`config.mk`:
```
export PLATFORM = sky130hd
export DESIGN_NAME = gamepad_report_mapper_flat
export DESIGN_NICKNAME = d
export VERILOG_FILES = /design/src/rtl/core/gpm_pkg.sv /design/src/rtl/core/gpm_if.sv /design/src/rtl/core/gamepad_report_mapper.sv /design/src/rtl/core/gpm_axis_lane.sv /design/src/flat_wrapper.sv
export VERILOG_INCLUDE_DIRS = /design/src /design/src/rtl/core
export SDC_FILE = /design/constraint.sdc
export NUM_CORES = 2
export LEC_CHECK = 0
export ABC_CLOCK_PERIOD_IN_PS = 7600
export BUFFER_PORTS_ARGS = -buffer_cell sky130_fd_sc_hd__buf_2
export CORE_ASPECT_RATIO = 1.4
export CORE_MARGIN = 2
export CORE_UTILIZATION = 40
export DETAILED_ROUTE_END_ITERATION = 7
export PLACE_DENSITY_LB_ADDON = 0.2
export SYNTH_ARGS = -nofsm -noshare
export SYNTH_HDL_FRONTEND = slang
export SYNTH_SLANG_ARGS = --single-unit
```
`constraint.sdc`:
```
create_clock -name clk -period 7.6 [get_ports clk]
set_input_delay 0.38 -clock clk [delete_from_list [all_inputs] [get_ports clk]]
set_output_delay 0.38 -clock clk [all_outputs]
set_load 0.005 [all_outputs]
```
`src/rtl/core/gamepad_report_mapper_assert.svh`:
```
// ----------------------------------------------------------------------------
// Gamepad report mapper assertion macros
// Property wrappers shared by the RTL; they expand to nothing in synthesis.
// ----------------------------------------------------------------------------
`ifndef GAMEPAD_REPORT_MAPPER_ASSERT_SVH
`define GAMEPAD_REPORT_MAPPER_ASSERT_SVH

`ifndef SYNTHESIS

// Same-cycle implication, sampled on clk, off while rst_n is low
`define GPM_ASSERT_SAME(lbl, ante, cons, msg) \
  lbl: assert property (@(posedge clk) disable iff (!rst_n) (ante) |-> (cons)) \
    else $error(msg);

// Next-cycle implication, sampled on clk, off while rst_n is low
`define GPM_ASSERT_NEXT(lbl, ante, cons, msg) \
  lbl: assert property (@(posedge clk) disable iff (!rst_n) (ante) |=> (cons)) \
    else $error(msg);

`else

`define GPM_ASSERT_SAME(lbl, ante, cons, msg)
`define GPM_ASSERT_NEXT(lbl, ante, cons, msg)

`endif

`endif

```
`src/rtl/core/gpm_pkg.sv`:
```
// ----------------------------------------------------------------------------
// Gamepad report mapper package
// Widths, button positions, hat codes, register indexes and shared types.
// ----------------------------------------------------------------------------
package gpm_pkg;

  // Field widths
  localparam int GPM_BTN_W  = 16;
  localparam int GPM_HAT_W  = 4;
  localparam int GPM_AXIS_W = 8;
  localparam int GPM_TRIG_W = 8;
  localparam int GPM_DZ_W   = 7;

  // Axis divider: quotient bits, divisor and dividend widths
  localparam int GPM_Q_W = GPM_AXIS_W - 1;
  localparam int GPM_R_W = GPM_AXIS_W;
  localparam int GPM_N_W = GPM_R_W + GPM_Q_W - 1;

  // Pipeline: prep stage, one stage per quotient bit, output stage
  localparam int GPM_STAGES = GPM_Q_W + 2;

  // Configuration port
  localparam int GPM_ADDR_W = 5;
  localparam int GPM_DATA_W = 32;

  localparam logic [GPM_AXIS_W-1:0] GPM_CENTER    = 8'd128;
  localparam logic [GPM_TRIG_W-1:0] GPM_TRIG_FULL = 8'd255;

  // Button bit positions
  localparam int GPM_BIT_UP    = 4;
  localparam int GPM_BIT_RIGHT = 5;
  localparam int GPM_BIT_DOWN  = 6;
  localparam int GPM_BIT_LEFT  = 7;
  localparam int GPM_BIT_L2    = 8;
  localparam int GPM_BIT_R2    = 9;

  localparam logic [GPM_BTN_W-1:0] GPM_DPAD_MASK = 16'h00F0;

  // Hat codes, clockwise from up
  localparam logic [GPM_HAT_W-1:0] GPM_HAT_N       = 4'd0;
  localparam logic [GPM_HAT_W-1:0] GPM_HAT_NE      = 4'd1;
  localparam logic [GPM_HAT_W-1:0] GPM_HAT_E       = 4'd2;
  localparam logic [GPM_HAT_W-1:0] GPM_HAT_SE      = 4'd3;
  localparam logic [GPM_HAT_W-1:0] GPM_HAT_S       = 4'd4;
  localparam logic [GPM_HAT_W-1:0] GPM_HAT_SW      = 4'd5;
  localparam logic [GPM_HAT_W-1:0] GPM_HAT_W_DIR   = 4'd6;
  localparam logic [GPM_HAT_W-1:0] GPM_HAT_NW      = 4'd7;
  localparam logic [GPM_HAT_W-1:0] GPM_HAT_NEUTRAL = 4'd8;

  // Register indexes (byte address / 4)
  typedef enum logic [2:0] {
    REG_HAT_ENABLE     = 3'd0,
    REG_LEFT_DZ        = 3'd1,
    REG_RIGHT_DZ       = 3'd2,
    REG_INV_LEFT_VERT  = 3'd3,
    REG_INV_RIGHT_VERT = 3'd4,
    REG_PRESSURE_TRIG  = 3'd5,
    REG_FULL_SCALE     = 3'd6,
    REG_STRIP_DPAD     = 3'd7
  } gpm_reg_t;

  // Non-axis fields that ride along the pipeline
  typedef struct packed {
    logic                  present;
    logic [GPM_BTN_W-1:0]  buttons;
    logic [GPM_HAT_W-1:0]  hat;
    logic [GPM_TRIG_W-1:0] left_trig;
    logic [GPM_TRIG_W-1:0] right_trig;
  } gpm_side_t;

  // D-pad to 8-way hat; opposing directions read as neutral
  function automatic logic [GPM_HAT_W-1:0] gpm_hat(input logic [GPM_BTN_W-1:0] b);
    logic up, rt, dn, lf;
    logic [GPM_HAT_W-1:0] h;
    up = b[GPM_BIT_UP];
    rt = b[GPM_BIT_RIGHT];
    dn = b[GPM_BIT_DOWN];
    lf = b[GPM_BIT_LEFT];
    if ((up && dn) || (lf && rt)) h = GPM_HAT_NEUTRAL;
    else if (up && rt)            h = GPM_HAT_NE;
    else if (rt && dn)            h = GPM_HAT_SE;
    else if (dn && lf)            h = GPM_HAT_SW;
    else if (lf && up)            h = GPM_HAT_NW;
    else if (up)                  h = GPM_HAT_N;
    else if (rt)                  h = GPM_HAT_E;
    else if (dn)                  h = GPM_HAT_S;
    else if (lf)                  h = GPM_HAT_W_DIR;
    else                          h = GPM_HAT_NEUTRAL;
    return h;
  endfunction

endpackage

```
`src/rtl/core/gpm_if.sv`:
```
// ----------------------------------------------------------------------------
// Gamepad report mapper channel interfaces
// Valid/ready channels for raw reports and mapped reports.
// ----------------------------------------------------------------------------

// Raw report channel
interface gpm_in_if;
  import gpm_pkg::*;

  logic                  valid;
  logic                  ready;
  logic                  present;
  logic [GPM_BTN_W-1:0]  button_bits;
  logic [GPM_AXIS_W-1:0] left_horizontal;
  logic [GPM_AXIS_W-1:0] left_vertical;
  logic [GPM_AXIS_W-1:0] right_horizontal;
  logic [GPM_AXIS_W-1:0] right_vertical;
  logic [GPM_TRIG_W-1:0] left_trigger_pressure;
  logic [GPM_TRIG_W-1:0] right_trigger_pressure;

  modport source (
    output valid, present, button_bits, left_horizontal, left_vertical,
           right_horizontal, right_vertical, left_trigger_pressure,
           right_trigger_pressure,
    input  ready
  );

  modport sink (
    input  valid, present, button_bits, left_horizontal, left_vertical,
           right_horizontal, right_vertical, left_trigger_pressure,
           right_trigger_pressure,
    output ready
  );
endinterface

// Mapped report channel
interface gpm_out_if;
  import gpm_pkg::*;

  logic                         valid;
  logic                         ready;
  logic                         present_out;
  logic [GPM_BTN_W-1:0]         button_out;
  logic [GPM_HAT_W-1:0]         hat_code;
  logic signed [GPM_AXIS_W-1:0] left_x_out;
  logic signed [GPM_AXIS_W-1:0] left_y_out;
  logic signed [GPM_AXIS_W-1:0] right_x_out;
  logic signed [GPM_AXIS_W-1:0] right_y_out;
  logic [GPM_TRIG_W-1:0]        left_trigger_out;
  logic [GPM_TRIG_W-1:0]        right_trigger_out;

  modport source (
    output valid, present_out, button_out, hat_code, left_x_out, left_y_out,
           right_x_out, right_y_out, left_trigger_out, right_trigger_out,
    input  ready
  );

  modport sink (
    input  valid, present_out, button_out, hat_code, left_x_out, left_y_out,
           right_x_out, right_y_out, left_trigger_out, right_trigger_out,
    output ready
  );
endinterface

```
`src/rtl/core/gamepad_report_mapper.sv`:
```
// ----------------------------------------------------------------------------
// Gamepad report mapper
// Maps one raw controller report to one mapped report: buttons, hat, four
// rescaled stick axes and two trigger levels.
//
//   channel   direction  handshake      carries
//   in_rpt    in         valid/ready    raw report
//   out_rpt   out        valid/ready    mapped report
//   cfg_*     in         APB write/read eight control registers
//
// One report is taken every cycle while out_rpt.ready is high; the depth is set
// by the axis dividers, which resolve one quotient bit per stage over 7 stages.
// rst_n clears the stage valid bits and loads register defaults.
// A stage holds while its successor is full and stalled; empty stages fill,
// so in_rpt.ready stays high whenever out_rpt.ready is high.
// ----------------------------------------------------------------------------
`include "gamepad_report_mapper_assert.svh"

module gamepad_report_mapper (
  input  logic                              clk,
  input  logic                              rst_n,
  gpm_in_if.sink                            in_rpt,
  gpm_out_if.source                         out_rpt,
  input  logic                              cfg_psel,
  input  logic                              cfg_penable,
  input  logic                              cfg_pwrite,
  input  logic [gpm_pkg::GPM_ADDR_W-1:0]    cfg_paddr,
  input  logic [gpm_pkg::GPM_DATA_W-1:0]    cfg_pwdata,
  output logic [gpm_pkg::GPM_DATA_W-1:0]    cfg_prdata,
  output logic                              cfg_pready
);
  import gpm_pkg::*;

  localparam int LAST = GPM_STAGES - 1;

  // Control registers
  logic                hat_enable_r;
  logic [GPM_DZ_W-1:0] left_dz_r;
  logic [GPM_DZ_W-1:0] right_dz_r;
  logic                inv_left_r;
  logic                inv_right_r;
  logic                pressure_r;
  logic                full_scale_r;
  logic                strip_dpad_r;

  gpm_reg_t cfg_idx;
  logic     cfg_wr;

  // Pipeline control
  logic [GPM_STAGES-1:0] v_r;
  logic [GPM_STAGES-1:0] v_nxt;
  logic [GPM_STAGES-1:0] v_up;
  logic [GPM_STAGES:0]   rdy;

  gpm_side_t side_nxt;
  gpm_side_t side_r [0:LAST];

  logic [GPM_BTN_W-1:0] btn;

  // ---------------------------------------------------------------------------
  // Configuration port
  // ---------------------------------------------------------------------------
  assign cfg_idx    = gpm_reg_t'(cfg_paddr[GPM_ADDR_W-1:2]);
  assign cfg_wr     = cfg_psel && cfg_penable && cfg_pwrite;
  assign cfg_pready = 1'b1;

  always_ff @(posedge clk) begin
    if (!rst_n) begin
      hat_enable_r <= 1'b1;
      left_dz_r    <= '0;
      right_dz_r   <= '0;
      inv_left_r   <= 1'b0;
      inv_right_r  <= 1'b0;
      pressure_r   <= 1'b0;
      full_scale_r <= 1'b1;
      strip_dpad_r <= 1'b0;
    end else if (cfg_wr) begin
      case (cfg_idx)
        REG_HAT_ENABLE:     hat_enable_r <= cfg_pwdata[0];
        REG_LEFT_DZ:        left_dz_r    <= cfg_pwdata[GPM_DZ_W-1:0];
        REG_RIGHT_DZ:       right_dz_r   <= cfg_pwdata[GPM_DZ_W-1:0];
        REG_INV_LEFT_VERT:  inv_left_r   <= cfg_pwdata[0];
        REG_INV_RIGHT_VERT: inv_right_r  <= cfg_pwdata[0];
        REG_PRESSURE_TRIG:  pressure_r   <= cfg_pwdata[0];
        REG_FULL_SCALE:     full_scale_r <= cfg_pwdata[0];
        REG_STRIP_DPAD:     strip_dpad_r <= cfg_pwdata[0];
        default: ;
      endcase
    end
  end

  // Register readback
  always_comb begin
    case (cfg_idx)
      REG_HAT_ENABLE:     cfg_prdata = GPM_DATA_W'(hat_enable_r);
      REG_LEFT_DZ:        cfg_prdata = GPM_DATA_W'(left_dz_r);
      REG_RIGHT_DZ:       cfg_prdata = GPM_DATA_W'(right_dz_r);
      REG_INV_LEFT_VERT:  cfg_prdata = GPM_DATA_W'(inv_left_r);
      REG_INV_RIGHT_VERT: cfg_prdata = GPM_DATA_W'(inv_right_r);
      REG_PRESSURE_TRIG:  cfg_prdata = GPM_DATA_W'(pressure_r);
      REG_FULL_SCALE:     cfg_prdata = GPM_DATA_W'(full_scale_r);
      REG_STRIP_DPAD:     cfg_prdata = GPM_DATA_W'(strip_dpad_r);
      default:            cfg_prdata = '0;
    endcase
  end

  // ---------------------------------------------------------------------------
  // Stage handshake: a stage loads when it is empty or its successor moves
  // ---------------------------------------------------------------------------
  assign rdy[GPM_STAGES] = out_rpt.ready;
  for (genvar k = 0; k < GPM_STAGES; k++) begin : g_rdy
    assign rdy[k] = !v_r[k] || rdy[k+1];
  end

  assign v_up = {v_r[LAST-1:0], in_rpt.valid};

  always_comb begin
    for (int k = 0; k < GPM_STAGES; k++) begin
      v_nxt[k] = rdy[k] ? v_up[k] : v_r[k];
    end
  end

  always_ff @(posedge clk) begin
    if (!rst_n) begin
      v_r <= '0;
    end else begin
      v_r <= v_nxt;
    end
  end

  assign in_rpt.ready = rdy[0];

  // ---------------------------------------------------------------------------
  // Buttons, hat and triggers, worked out on entry and carried along
  // ---------------------------------------------------------------------------
  assign btn = in_rpt.button_bits;

  always_comb begin
    side_nxt = '0;
    if (in_rpt.present) begin
      side_nxt.present = 1'b1;
      side_nxt.buttons = strip_dpad_r ? (btn & ~GPM_DPAD_MASK) : btn;
      side_nxt.hat     = hat_enable_r ? gpm_hat(btn) : GPM_HAT_NEUTRAL;

      if (pressure_r && (in_rpt.left_trigger_pressure != '0)) begin
        side_nxt.left_trig = in_rpt.left_trigger_pressure;
      end else if (btn[GPM_BIT_L2] && full_scale_r) begin
        side_nxt.left_trig = GPM_TRIG_FULL;
      end

      if (pressure_r && (in_rpt.right_trigger_pressure != '0)) begin
        side_nxt.right_trig = in_rpt.right_trigger_pressure;
      end else if (btn[GPM_BIT_R2] && full_scale_r) begin
        side_nxt.right_trig = GPM_TRIG_FULL;
      end
    end
  end

  always_ff @(posedge clk) begin
    if (rdy[0]) begin
      side_r[0] <= side_nxt;
    end
  end

  for (genvar k = 1; k < GPM_STAGES; k++) begin : g_side
    always_ff @(posedge clk) begin
      if (rdy[k]) begin
        side_r[k] <= side_r[k-1];
      end
    end
  end

  // ---------------------------------------------------------------------------
  // Stick axes
  // ---------------------------------------------------------------------------
  gpm_axis_lane u_left_x (
    .clk      (clk),
    .en       (rdy[LAST:0]),
    .present  (in_rpt.present),
    .raw      (in_rpt.left_horizontal),
    .dz       (left_dz_r),
    .inv      (1'b0),
    .axis_out (out_rpt.left_x_out)
  );

  gpm_axis_lane u_left_y (
    .clk      (clk),
    .en       (rdy[LAST:0]),
    .present  (in_rpt.present),
    .raw      (in_rpt.left_vertical),
    .dz       (left_dz_r),
    .inv      (inv_left_r),
    .axis_out (out_rpt.left_y_out)
  );

  gpm_axis_lane u_right_x (
    .clk      (clk),
    .en       (rdy[LAST:0]),
    .present  (in_rpt.present),
    .raw      (in_rpt.right_horizontal),
    .dz       (right_dz_r),
    .inv      (1'b0),
    .axis_out (out_rpt.right_x_out)
  );

  gpm_axis_lane u_right_y (
    .clk      (clk),
    .en       (rdy[LAST:0]),
    .present  (in_rpt.present),
    .raw      (in_rpt.right_vertical),
    .dz       (right_dz_r),
    .inv      (inv_right_r),
    .axis_out (out_rpt.right_y_out)
  );

  // ---------------------------------------------------------------------------
  // Result channel
  // ---------------------------------------------------------------------------
  assign out_rpt.valid             = v_r[LAST];
  assign out_rpt.present_out       = side_r[LAST].present;
  assign out_rpt.button_out        = side_r[LAST].buttons;
  assign out_rpt.hat_code          = side_r[LAST].hat;
  assign out_rpt.left_trigger_out  = side_r[LAST].left_trig;
  assign out_rpt.right_trigger_out = side_r[LAST].right_trig;

  // ---------------------------------------------------------------------------
  // Assertions
  // ---------------------------------------------------------------------------
  `GPM_ASSERT_SAME(a_no_block, out_rpt.ready, in_rpt.ready, "input blocked while sink ready")
  `GPM_ASSERT_NEXT(a_enter, in_rpt.valid && in_rpt.ready, v_r[0], "transfer lost at entry")
  `GPM_ASSERT_SAME(a_absent_zero, out_rpt.valid && !out_rpt.present_out, (out_rpt.hat_code == GPM_HAT_N) && (out_rpt.left_x_out == '0) && (out_rpt.right_y_out == '0), "absent report not zeroed")
  `GPM_ASSERT_SAME(a_axis_range, out_rpt.valid, (out_rpt.left_x_out != 8'h80) && (out_rpt.left_y_out != 8'h80) && (out_rpt.right_x_out != 8'h80) && (out_rpt.right_y_out != 8'h80), "axis out of range")

endmodule

```
`src/rtl/core/gpm_axis_lane.sv`:
```
// ----------------------------------------------------------------------------
// Gamepad axis lane
// Dead zone, rescale to -127..127 with rounding, and optional inversion of one
// stick axis; restoring divider with one quotient bit per pipeline stage.
// ----------------------------------------------------------------------------
module gpm_axis_lane (
  input  logic                                  clk,
  input  logic [gpm_pkg::GPM_STAGES-1:0]        en,
  input  logic                                  present,
  input  logic [gpm_pkg::GPM_AXIS_W-1:0]        raw,
  input  logic [gpm_pkg::GPM_DZ_W-1:0]          dz,
  input  logic                                  inv,
  output logic signed [gpm_pkg::GPM_AXIS_W-1:0] axis_out
);
  import gpm_pkg::*;

  localparam int QW = GPM_Q_W;
  localparam int TW = GPM_N_W + 1;

  // Prep stage signals
  logic [GPM_AXIS_W-1:0] mag;
  logic [GPM_AXIS_W-1:0] dz_ext;
  logic [GPM_AXIS_W-1:0] excess;
  logic [GPM_R_W-1:0]    span;
  logic [GPM_N_W-1:0]    num_nxt;
  logic                  neg_nxt;

  // Stage registers: index 0 is prep, index k holds k quotient bits
  logic [GPM_N_W-1:0] rem_r [0:QW-1];
  logic [GPM_R_W-1:0] div_r [0:QW-1];
  logic [QW-1:0]      quo_r [0:QW];
  logic               neg_r [0:QW];

  logic signed [GPM_AXIS_W-1:0] axis_r;

  // Offset from center, dead zone, numerator (m - dz)*127 + r/2 over r = 128 - dz
  always_comb begin
    dz_ext = GPM_AXIS_W'(dz);
    if (raw[GPM_AXIS_W-1]) begin
      mag = GPM_AXIS_W'(raw[GPM_AXIS_W-2:0]);
    end else begin
      mag = GPM_CENTER - raw;
    end
    excess = mag - dz_ext;
    span   = GPM_CENTER - dz_ext;
    if (!present || (mag <= dz_ext)) begin
      num_nxt = '0;
      neg_nxt = 1'b0;
    end else begin
      // times 127 as a shift and subtract
      num_nxt = (GPM_N_W'(excess) << QW) - GPM_N_W'(excess)
              + GPM_N_W'(span >> 1);
      neg_nxt = !raw[GPM_AXIS_W-1] ^ inv;
    end
  end

  // Prep register
  always_ff @(posedge clk) begin
    if (en[0]) begin
      rem_r[0] <= num_nxt;
      div_r[0] <= span;
      quo_r[0] <= '0;
      neg_r[0] <= neg_nxt;
    end
  end

  // One restoring division step per stage, MSB of the quotient first
  for (genvar k = 1; k <= QW; k++) begin : g_div
    logic [TW-1:0] shd;
    logic [TW-1:0] trial;
    logic [QW-1:0] quo_nxt;

    always_comb begin
      shd     = TW'(div_r[k-1]) << (QW - k);
      trial   = {1'b0, rem_r[k-1]} - shd;
      quo_nxt = quo_r[k-1];
      quo_nxt[QW-k] = !trial[TW-1];
    end

    always_ff @(posedge clk) begin
      if (en[k]) begin
        quo_r[k] <= quo_nxt;
        neg_r[k] <= neg_r[k-1];
      end
    end

    if (k < QW) begin : g_rem
      always_ff @(posedge clk) begin
        if (en[k]) begin
          rem_r[k] <= trial[TW-1] ? rem_r[k-1] : trial[GPM_N_W-1:0];
          div_r[k] <= div_r[k-1];
        end
      end
    end
  end

  // Output stage: apply sign; quotient never exceeds 127
  always_ff @(posedge clk) begin
    if (en[GPM_STAGES-1]) begin
      if (neg_r[QW]) begin
        axis_r <= -$signed({1'b0, quo_r[QW]});
      end else begin
        axis_r <= $signed({1'b0, quo_r[QW]});
      end
    end
  end

  assign axis_out = axis_r;

endmodule

```
`src/flat_wrapper.sv`:
```
// flat-port wrapper written by rule: the top's interface ports become plain ports
module gamepad_report_mapper_flat import gpm_pkg::*;
  (clk, rst_n, cfg_psel, cfg_penable, cfg_pwrite, cfg_paddr, cfg_pwdata, cfg_prdata, cfg_pready, in_rpt_valid, in_rpt_present, in_rpt_button_bits, in_rpt_left_horizontal, in_rpt_left_vertical, in_rpt_right_horizontal, in_rpt_right_vertical, in_rpt_left_trigger_pressure, in_rpt_right_trigger_pressure, in_rpt_ready, out_rpt_valid, out_rpt_present_out, out_rpt_button_out, out_rpt_hat_code, out_rpt_left_x_out, out_rpt_left_y_out, out_rpt_right_x_out, out_rpt_right_y_out, out_rpt_left_trigger_out, out_rpt_right_trigger_out, out_rpt_ready);
  gpm_in_if in_rpt_i ();
  gpm_out_if out_rpt_i ();
  input  logic clk;
  input  logic rst_n;
  input  logic cfg_psel;
  input  logic cfg_penable;
  input  logic cfg_pwrite;
  input  logic [gpm_pkg::GPM_ADDR_W-1:0] cfg_paddr;
  input  logic [gpm_pkg::GPM_DATA_W-1:0] cfg_pwdata;
  output logic [gpm_pkg::GPM_DATA_W-1:0] cfg_prdata;
  output logic cfg_pready;
  input wire logic [$bits(in_rpt_i.valid)-1:0] in_rpt_valid;
  input wire logic [$bits(in_rpt_i.present)-1:0] in_rpt_present;
  input wire logic [$bits(in_rpt_i.button_bits)-1:0] in_rpt_button_bits;
  input wire logic [$bits(in_rpt_i.left_horizontal)-1:0] in_rpt_left_horizontal;
  input wire logic [$bits(in_rpt_i.left_vertical)-1:0] in_rpt_left_vertical;
  input wire logic [$bits(in_rpt_i.right_horizontal)-1:0] in_rpt_right_horizontal;
  input wire logic [$bits(in_rpt_i.right_vertical)-1:0] in_rpt_right_vertical;
  input wire logic [$bits(in_rpt_i.left_trigger_pressure)-1:0] in_rpt_left_trigger_pressure;
  input wire logic [$bits(in_rpt_i.right_trigger_pressure)-1:0] in_rpt_right_trigger_pressure;
  output wire logic [$bits(in_rpt_i.ready)-1:0] in_rpt_ready;
  output wire logic [$bits(out_rpt_i.valid)-1:0] out_rpt_valid;
  output wire logic [$bits(out_rpt_i.present_out)-1:0] out_rpt_present_out;
  output wire logic [$bits(out_rpt_i.button_out)-1:0] out_rpt_button_out;
  output wire logic [$bits(out_rpt_i.hat_code)-1:0] out_rpt_hat_code;
  output wire logic [$bits(out_rpt_i.left_x_out)-1:0] out_rpt_left_x_out;
  output wire logic [$bits(out_rpt_i.left_y_out)-1:0] out_rpt_left_y_out;
  output wire logic [$bits(out_rpt_i.right_x_out)-1:0] out_rpt_right_x_out;
  output wire logic [$bits(out_rpt_i.right_y_out)-1:0] out_rpt_right_y_out;
  output wire logic [$bits(out_rpt_i.left_trigger_out)-1:0] out_rpt_left_trigger_out;
  output wire logic [$bits(out_rpt_i.right_trigger_out)-1:0] out_rpt_right_trigger_out;
  input wire logic [$bits(out_rpt_i.ready)-1:0] out_rpt_ready;
  assign in_rpt_i.valid = in_rpt_valid;
  assign in_rpt_i.present = in_rpt_present;
  assign in_rpt_i.button_bits = in_rpt_button_bits;
  assign in_rpt_i.left_horizontal = in_rpt_left_horizontal;
  assign in_rpt_i.left_vertical = in_rpt_left_vertical;
  assign in_rpt_i.right_horizontal = in_rpt_right_horizontal;
  assign in_rpt_i.right_vertical = in_rpt_right_vertical;
  assign in_rpt_i.left_trigger_pressure = in_rpt_left_trigger_pressure;
  assign in_rpt_i.right_trigger_pressure = in_rpt_right_trigger_pressure;
  assign in_rpt_ready = in_rpt_i.ready;
  assign out_rpt_valid = out_rpt_i.valid;
  assign out_rpt_present_out = out_rpt_i.present_out;
  assign out_rpt_button_out = out_rpt_i.button_out;
  assign out_rpt_hat_code = out_rpt_i.hat_code;
  assign out_rpt_left_x_out = out_rpt_i.left_x_out;
  assign out_rpt_left_y_out = out_rpt_i.left_y_out;
  assign out_rpt_right_x_out = out_rpt_i.right_x_out;
  assign out_rpt_right_y_out = out_rpt_i.right_y_out;
  assign out_rpt_left_trigger_out = out_rpt_i.left_trigger_out;
  assign out_rpt_right_trigger_out = out_rpt_i.right_trigger_out;
  assign out_rpt_i.ready = out_rpt_ready;
  gamepad_report_mapper u_core (.clk(clk), .rst_n(rst_n), .in_rpt(in_rpt_i), .out_rpt(out_rpt_i), .cfg_psel(cfg_psel), .cfg_penable(cfg_penable), .cfg_pwrite(cfg_pwrite), .cfg_paddr(cfg_paddr), .cfg_pwdata(cfg_pwdata), .cfg_prdata(cfg_prdata), .cfg_pready(cfg_pready));
endmodule
```
---- Word level (Yosys, flattened, before mapping) ----
Memory sizes are Yosys's and may differ from the RTL's.
Cells that the tools add are included.
cells by class
  bitwise gates (word level) .............. 2
  mux-type cells .......................... 75
  reductions and logical operators ........ 79
  order comparisons ....................... 4
  add/subtract/negate cells ............... 50
  eq/ne operators ......................... 7
operators with widths
  operator                                                            number
  14-bit 2-to-1 mux                                                   28
  32-bit case mux with 8 select lines                                 1
  8-bit 2-to-1 mux                                                    9
  14-bit by 10-bit subtractor with 15-bit output                      4
  14-bit by 11-bit subtractor with 15-bit output                      4
  14-bit by 12-bit subtractor with 15-bit output                      4
  14-bit by 13-bit subtractor with 15-bit output                      4
  14-bit by 14-bit subtractor with 15-bit output                      4
  14-bit by 8-bit subtractor with 15-bit output                       4
  14-bit by 9-bit subtractor with 15-bit output                       4
  14-bit by 7-bit adder with 14-bit output                            4
  14-bit by 8-bit subtractor with 14-bit output                       4
  1-bit logical NOT                                                   42
  4-bit 2-to-1 mux                                                    10
  37-bit 2-to-1 mux                                                   1
  8-bit by 7-bit <= comparator with 1-bit output                      4
  7-bit negation with 8-bit output                                    4
  8-bit by 7-bit subtractor with 8-bit output                         4
  8-bit subtractor (first input constant)                             4
  7-bit 2-to-1 mux                                                    4
  1-bit 2-to-1 mux                                                    22
  2-bit AND reduction                                                 8
  8-bit nonzero test                                                  2
  8-bit by 7-bit subtractor with 8-bit output (first input constant)  2
  7 further kinds                                                     36
word-level totals
  memories kept ........................... 17
  bits in registers ....................... 61
  word-level logic and storage cells ...... 259
  output and inout port bits .............. 104
  bits of input ports ..................... 109
  memory bits (writable) .................. 1205
memories
  memory                  depth  bits a word  rd ports  clocked after memory_dff  write ports  line                         RTL
  u_core.side_r           9      37           9         0                         9            gamepad_report_mapper.sv:56  gpm_side_t side_r [0:LAST];
  u_core.u_left_x.rem_r   7      14           7         0                         7            gpm_axis_lane.sv:29          logic [GPM_N_W-1:0] rem_r [0:QW-1];
  u_core.u_left_y.rem_r   7      14           7         0                         7            gpm_axis_lane.sv:29
  u_core.u_right_x.rem_r  7      14           7         0                         7            gpm_axis_lane.sv:29
  u_core.u_right_y.rem_r  7      14           7         0                         7            gpm_axis_lane.sv:29
  u_core.u_left_x.div_r   7      8            7         0                         7            gpm_axis_lane.sv:30          logic [GPM_R_W-1:0] div_r [0:QW-1];
  11 more memories        -      -            -         -                         -            -

---- Longest topological paths before layout ----
  depth in word-level cells ............... 12
  mapped depth ............................ 19
  mapped depth without buffers ............ 19

---- Cells and area by module ----
A second synthesis with hierarchy kept.
second synthesis, totals
  cells, all modules ...................... 4033
  area total of the unflattened synthesis .. 53945.5 um^2
by module, submodules not included
  module                               cells an instance  area an instance (um^2)  seq. area each (um^2)  times used
  gpm_axis_lane (u_core.u_left_y ...)  847                10398.7                  5945.7                 2
  gamepad_report_mapper                618                12214.2                  10580.1                1
  gpm_axis_lane (u_core.u_right_y)     870                10525.1                  5945.7                 1
  gpm_axis_lane (u_core.u_left_x)      851                10408.7                  5945.7                 1

---- Worst setup path before layout ----
No wires, ideal clock.
  path kind ............................... register to register
  from .................................... register u_core.v_r[8]
  to ...................................... memory u_core.side_r[0][0] (netlist name), enable pin
  stages on the path, launching flop included .. 8
  data required time ...................... 7.122 ns
  clock period less this slack ............ 5.611 ns
  setup slack ............................. 1.989 ns
  setup time .............................. 0.478 ns
  path buffers ............................ 0
  arrival time ............................ 5.133 ns
  cells stage by stage .................... dfxtp_1 nor2b_1 and2_1 inv_1 nor2_1 and2_1 and3_1 nand2_1
RTL lines
  what                    line                          RTL
  start, declared         gamepad_report_mapper.sv:50   logic [GPM_STAGES-1:0] v_r;
  start signal, assigned  gamepad_report_mapper.sv:127  v_r <= v_nxt;
  end, declared           gamepad_report_mapper.sv:56

---- Worst setup path in the final report ----
  from .................................... register u_core.v_r[8]
  to ...................................... output in_rpt_ready
between the ends
  longest elaborated chain between the ends .. 10
RTL lines
  what                           line                          RTL
  1-bit logical NOT              gamepad_report_mapper.sv:112  assign rdy[k] = !v_r[k] || rdy[k+1];
  1-bit logical OR (2 in a row)  gamepad_report_mapper.sv:112
  net u_core.rdy[7]              gamepad_report_mapper.sv:53   logic [GPM_STAGES:0] rdy;
  1-bit logical OR (7 in a row)  gamepad_report_mapper.sv:112
  end, declared                  flat_wrapper.sv:24            output wire logic [$bits(in_rpt_i.ready)-1:0] in_rpt_ready;
The timed path passes the listed nets, and every way through them passes these cells.

==> impl_metrics.env <==
export IMPL_status="completed"
export IMPL_synth_edff_count=1013
export IMPL_leakagePower_uw=0.02237
export IMPL_ys_flop_type="edfxtp_1"
export IMPL_grt_use_total=0.1448
export IMPL_placed_area_mm2=0.05216
export IMPL_cp_common_cell="and2_1"
export IMPL_area_delta_synth_final_pct=12.48
export IMPL_cts_tree="done"
export IMPL_worstSetupPathType="flip-flop to primary output"
export IMPL_slowest_delay_ns=0.54
export IMPL_finalHoldViolations=0
export IMPL_final_common_cell="edfxtp_1"
export IMPL_grt_max_degree=82
export IMPL_relSlewSlack=0.1914
export IMPL_crit_chain="nor2b_1 -> and2_1 -> clkinv_2 -> nor2_1 -> and2_1 -> and3_1 -> nand2_4 -> buf_2"
export IMPL_crit_arrival_ns=4.23
export IMPL_overflow=0
export IMPL_synthCells=3879
export IMPL_fmax_ghz=0.2170
export IMPL_ys_async_sr_fraction=0
export IMPL_setup_viol=0
export IMPL_min_period_ns=4.609
export IMPL_dieArea_mm2=0.1272
export IMPL_ys_seq_area_frac=0.6234
export IMPL_grt_pass1_wl_um=147600
export IMPL_synthesis_area_mm2=0.04973
export IMPL_boundaryPins=213
export IMPL_cts_sinks=1042
export IMPL_post_cts_setup_buffers=0
export IMPL_worst_ep_required_time_ns=7.22
export IMPL_layout_drive_gt1_share=0.1082
export IMPL_die_y_um=421.2
export IMPL_end_kind="primary output"
export IMPL_utilization=0.4516
export IMPL_root_buffer="clkbuf_16"
export IMPL_vias_per_cell=4.908
export IMPL_nNetsFinal=4521
export IMPL_ys_warn_count=0
export IMPL_clock_latency_ns=0.70
export IMPL_final_cell_area_mm2=0.05594
export IMPL_max_cap_violations=0
export IMPL_place_hpwl_um=68160
export IMPL_post_route_period_util=0.6065
export IMPL_drt_pass1_iter_count=7
export IMPL_layout_common_cells="edfxtp_1, inv_1, nor2_1"
export IMPL_synth_seq_cells=1042
export IMPL_avgSynthCellArea_um2=12.82
export IMPL_wl_um=91250
export IMPL_fp_coreArea_mm2=0.1239
export IMPL_postRouteAntennaNets=0
export IMPL_cts_buffers=101
export IMPL_power_uw=19460
export IMPL_clk_pin_slew_ns=0.06
export IMPL_hp_class="input port to flip-flop"
export IMPL_cts_max_level=3
export IMPL_grt_pass1_vias=28700
export IMPL_rows=153
export IMPL_start_kind="flip-flop"
export IMPL_setup_tns_ns=0
export IMPL_gp_congestion=0.8438
export IMPL_skew_ns=0.03968
export IMPL_maxSlewViolCount=0
export IMPL_cts_resized=0
export IMPL_worstMarginPinSlew_ns=1.205
export IMPL_cp_max_fo=38
export IMPL_dieWidth_um=302.0
export IMPL_wl_per_cell_um=15.71
export IMPL_antenna_found_initial=1
export IMPL_drtIter0Drc=1351
export IMPL_clock_path_buffers=3
export IMPL_powerDensity_mw_per_mm2=347.8
export IMPL_vias=28500
export IMPL_drc=0
export IMPL_slowest_stage="clkinv_2"
export IMPL_rsz0062_at_grt="no"
export IMPL_io_buffers=159
export IMPL_ir_drop_mv=0.2209
export IMPL_initial_core_util=0.4015
export IMPL_synth_distinct_cells=95
## path summary, 6_finish.rpt
check                                  startpoint                            to  slack [ns]  cells past startpoint
setup / recovery                    u_core.v_r[8]                  in_rpt_ready        2.99                      8
hold reg to reg       u_core.u_left_y.rem_r[1][0]   u_core.u_left_y.rem_r[2][0]        0.39                      0
hold / removal    in_rpt_left_trigger_pressure[0]           u_core.side_r[0][8]        0.06                      3
setup reg to reg                    u_core.v_r[8]  u_core.u_right_y.div_r[0][1]        3.38                      8
## stage by stage
stage	setup WS, ns	cells	hold WS [ns]
floorplan	1.990	3903	0.4003
global placement	3.126	5589	0.4004
detailed placement	3.071	5589	0.4045
CTS	2.871	5805	0.0003004
global route	2.674	5806	0.03828
finish	2.991	5807	0.06360
## repair_timing
item | 4_1_cts | 5_1_grt
hold buffers | 28 | 0
setup endpoints to repair | 0 | 0
hold endpoints to repair | 36 | 0
## layer usage
metal  up-vias  track usage  share of wire
met4         0      0.05371          0.031
met3       147      0.02020          0.031
met5         -            0              0
li1      14550            -              -
met2       432       0.2669           0.52
met1     13380       0.1689           0.42
## cells by family (layout without fill, tap and decap cells)
logic type / count (synthesis) / count (layout) / synth area share
compound gates: 785 / 785 / 0.1002
xor+xnor: 170 / 170 / 0.03062
fa+ha+maj: 321 / 321 / 0.08550
buf+inv: 443 / 718 / 0.03835
flops: 1042 / 1042 / 0.6234
mux: 106 / 106 / 0.02287
other cells: 2 / 28 / 0.0001510
simple gates: 1010 / 1010 / 0.09888
## layout make-up
type / count / area (um^2)
fill: 11200 / 67920
sequential: 1042 / 31000
multi-input combinational: 2418 / 16950
clock buffer: 120 / 2619
tap: 1627 / 2036
inverter: 323 / 1227
timing repair buffer: 207 / 1226
clock inverter: 68 / 870.8
antenna: 2 / 5.005
## state kept, by name, summed over array words and instances (netlist names), 9 cells and up
| name | count |
|---|---|
| u_core.u_left_y.rem_r | 98 |
| u_core.u_left_x.quo_r | 28 |
| u_core.u_left_y.quo_r | 28 |
| u_core.u_right_y.quo_r | 28 |
| u_core.u_left_y.div_r | 48 |
| u_core.u_right_y.rem_r | 98 |
| u_core.v_r | 9 |
| u_core.u_right_x.rem_r | 98 |
| u_core.side_r | 333 |
| u_core.u_left_x.rem_r | 98 |
| u_core.u_right_x.div_r | 24 |
| u_core.u_right_y.div_r | 32 |
| u_core.u_right_x.quo_r | 28 |
## where the power goes
| group | leakage [uW] | switching (uW) | internal, uW |
|---|---|---|---|
| registers | 0.0119 | 600 | 7920 |
| logic | 0.00880 | 3270 | 2480 |
| clock network | 0.00170 | 2130 | 3060 |
| total | 0.0224 | 6000 | 13500 |
## critical path, delay by kind of cell, from the launching register on
kind	cells	cell delay [ns]
buffers and inverters	2	0.82
and+or+nand+nor	6	2.32
DFF	1	0.35
## Yosys cell counts (49+ instances only)
cell / count / area (um^2)
nor2b_1: 100 / 625.6
mux2_2: 57 / 641.9
nor2_1: 295 / 1107
nor3_1: 94 / 470.5
ha_1: 287 / 3591
a21oi_1: 165 / 825.8
nand2_1: 255 / 957.2
o21a_1: 52 / 390.4
nand2b_1: 61 / 381.6
o31ai_1: 51 / 382.9
xor2_1: 49 / 429.2
buf_4: 62 / 465.5
o21ai_0: 256 / 1281
a21boi_0: 49 / 367.9
inv_1: 321 / 1205
edfxtp_1: 1013 / 30420
xnor2_1: 118 / 1033
No activity file was read; power rests on OpenSTA's default activity.
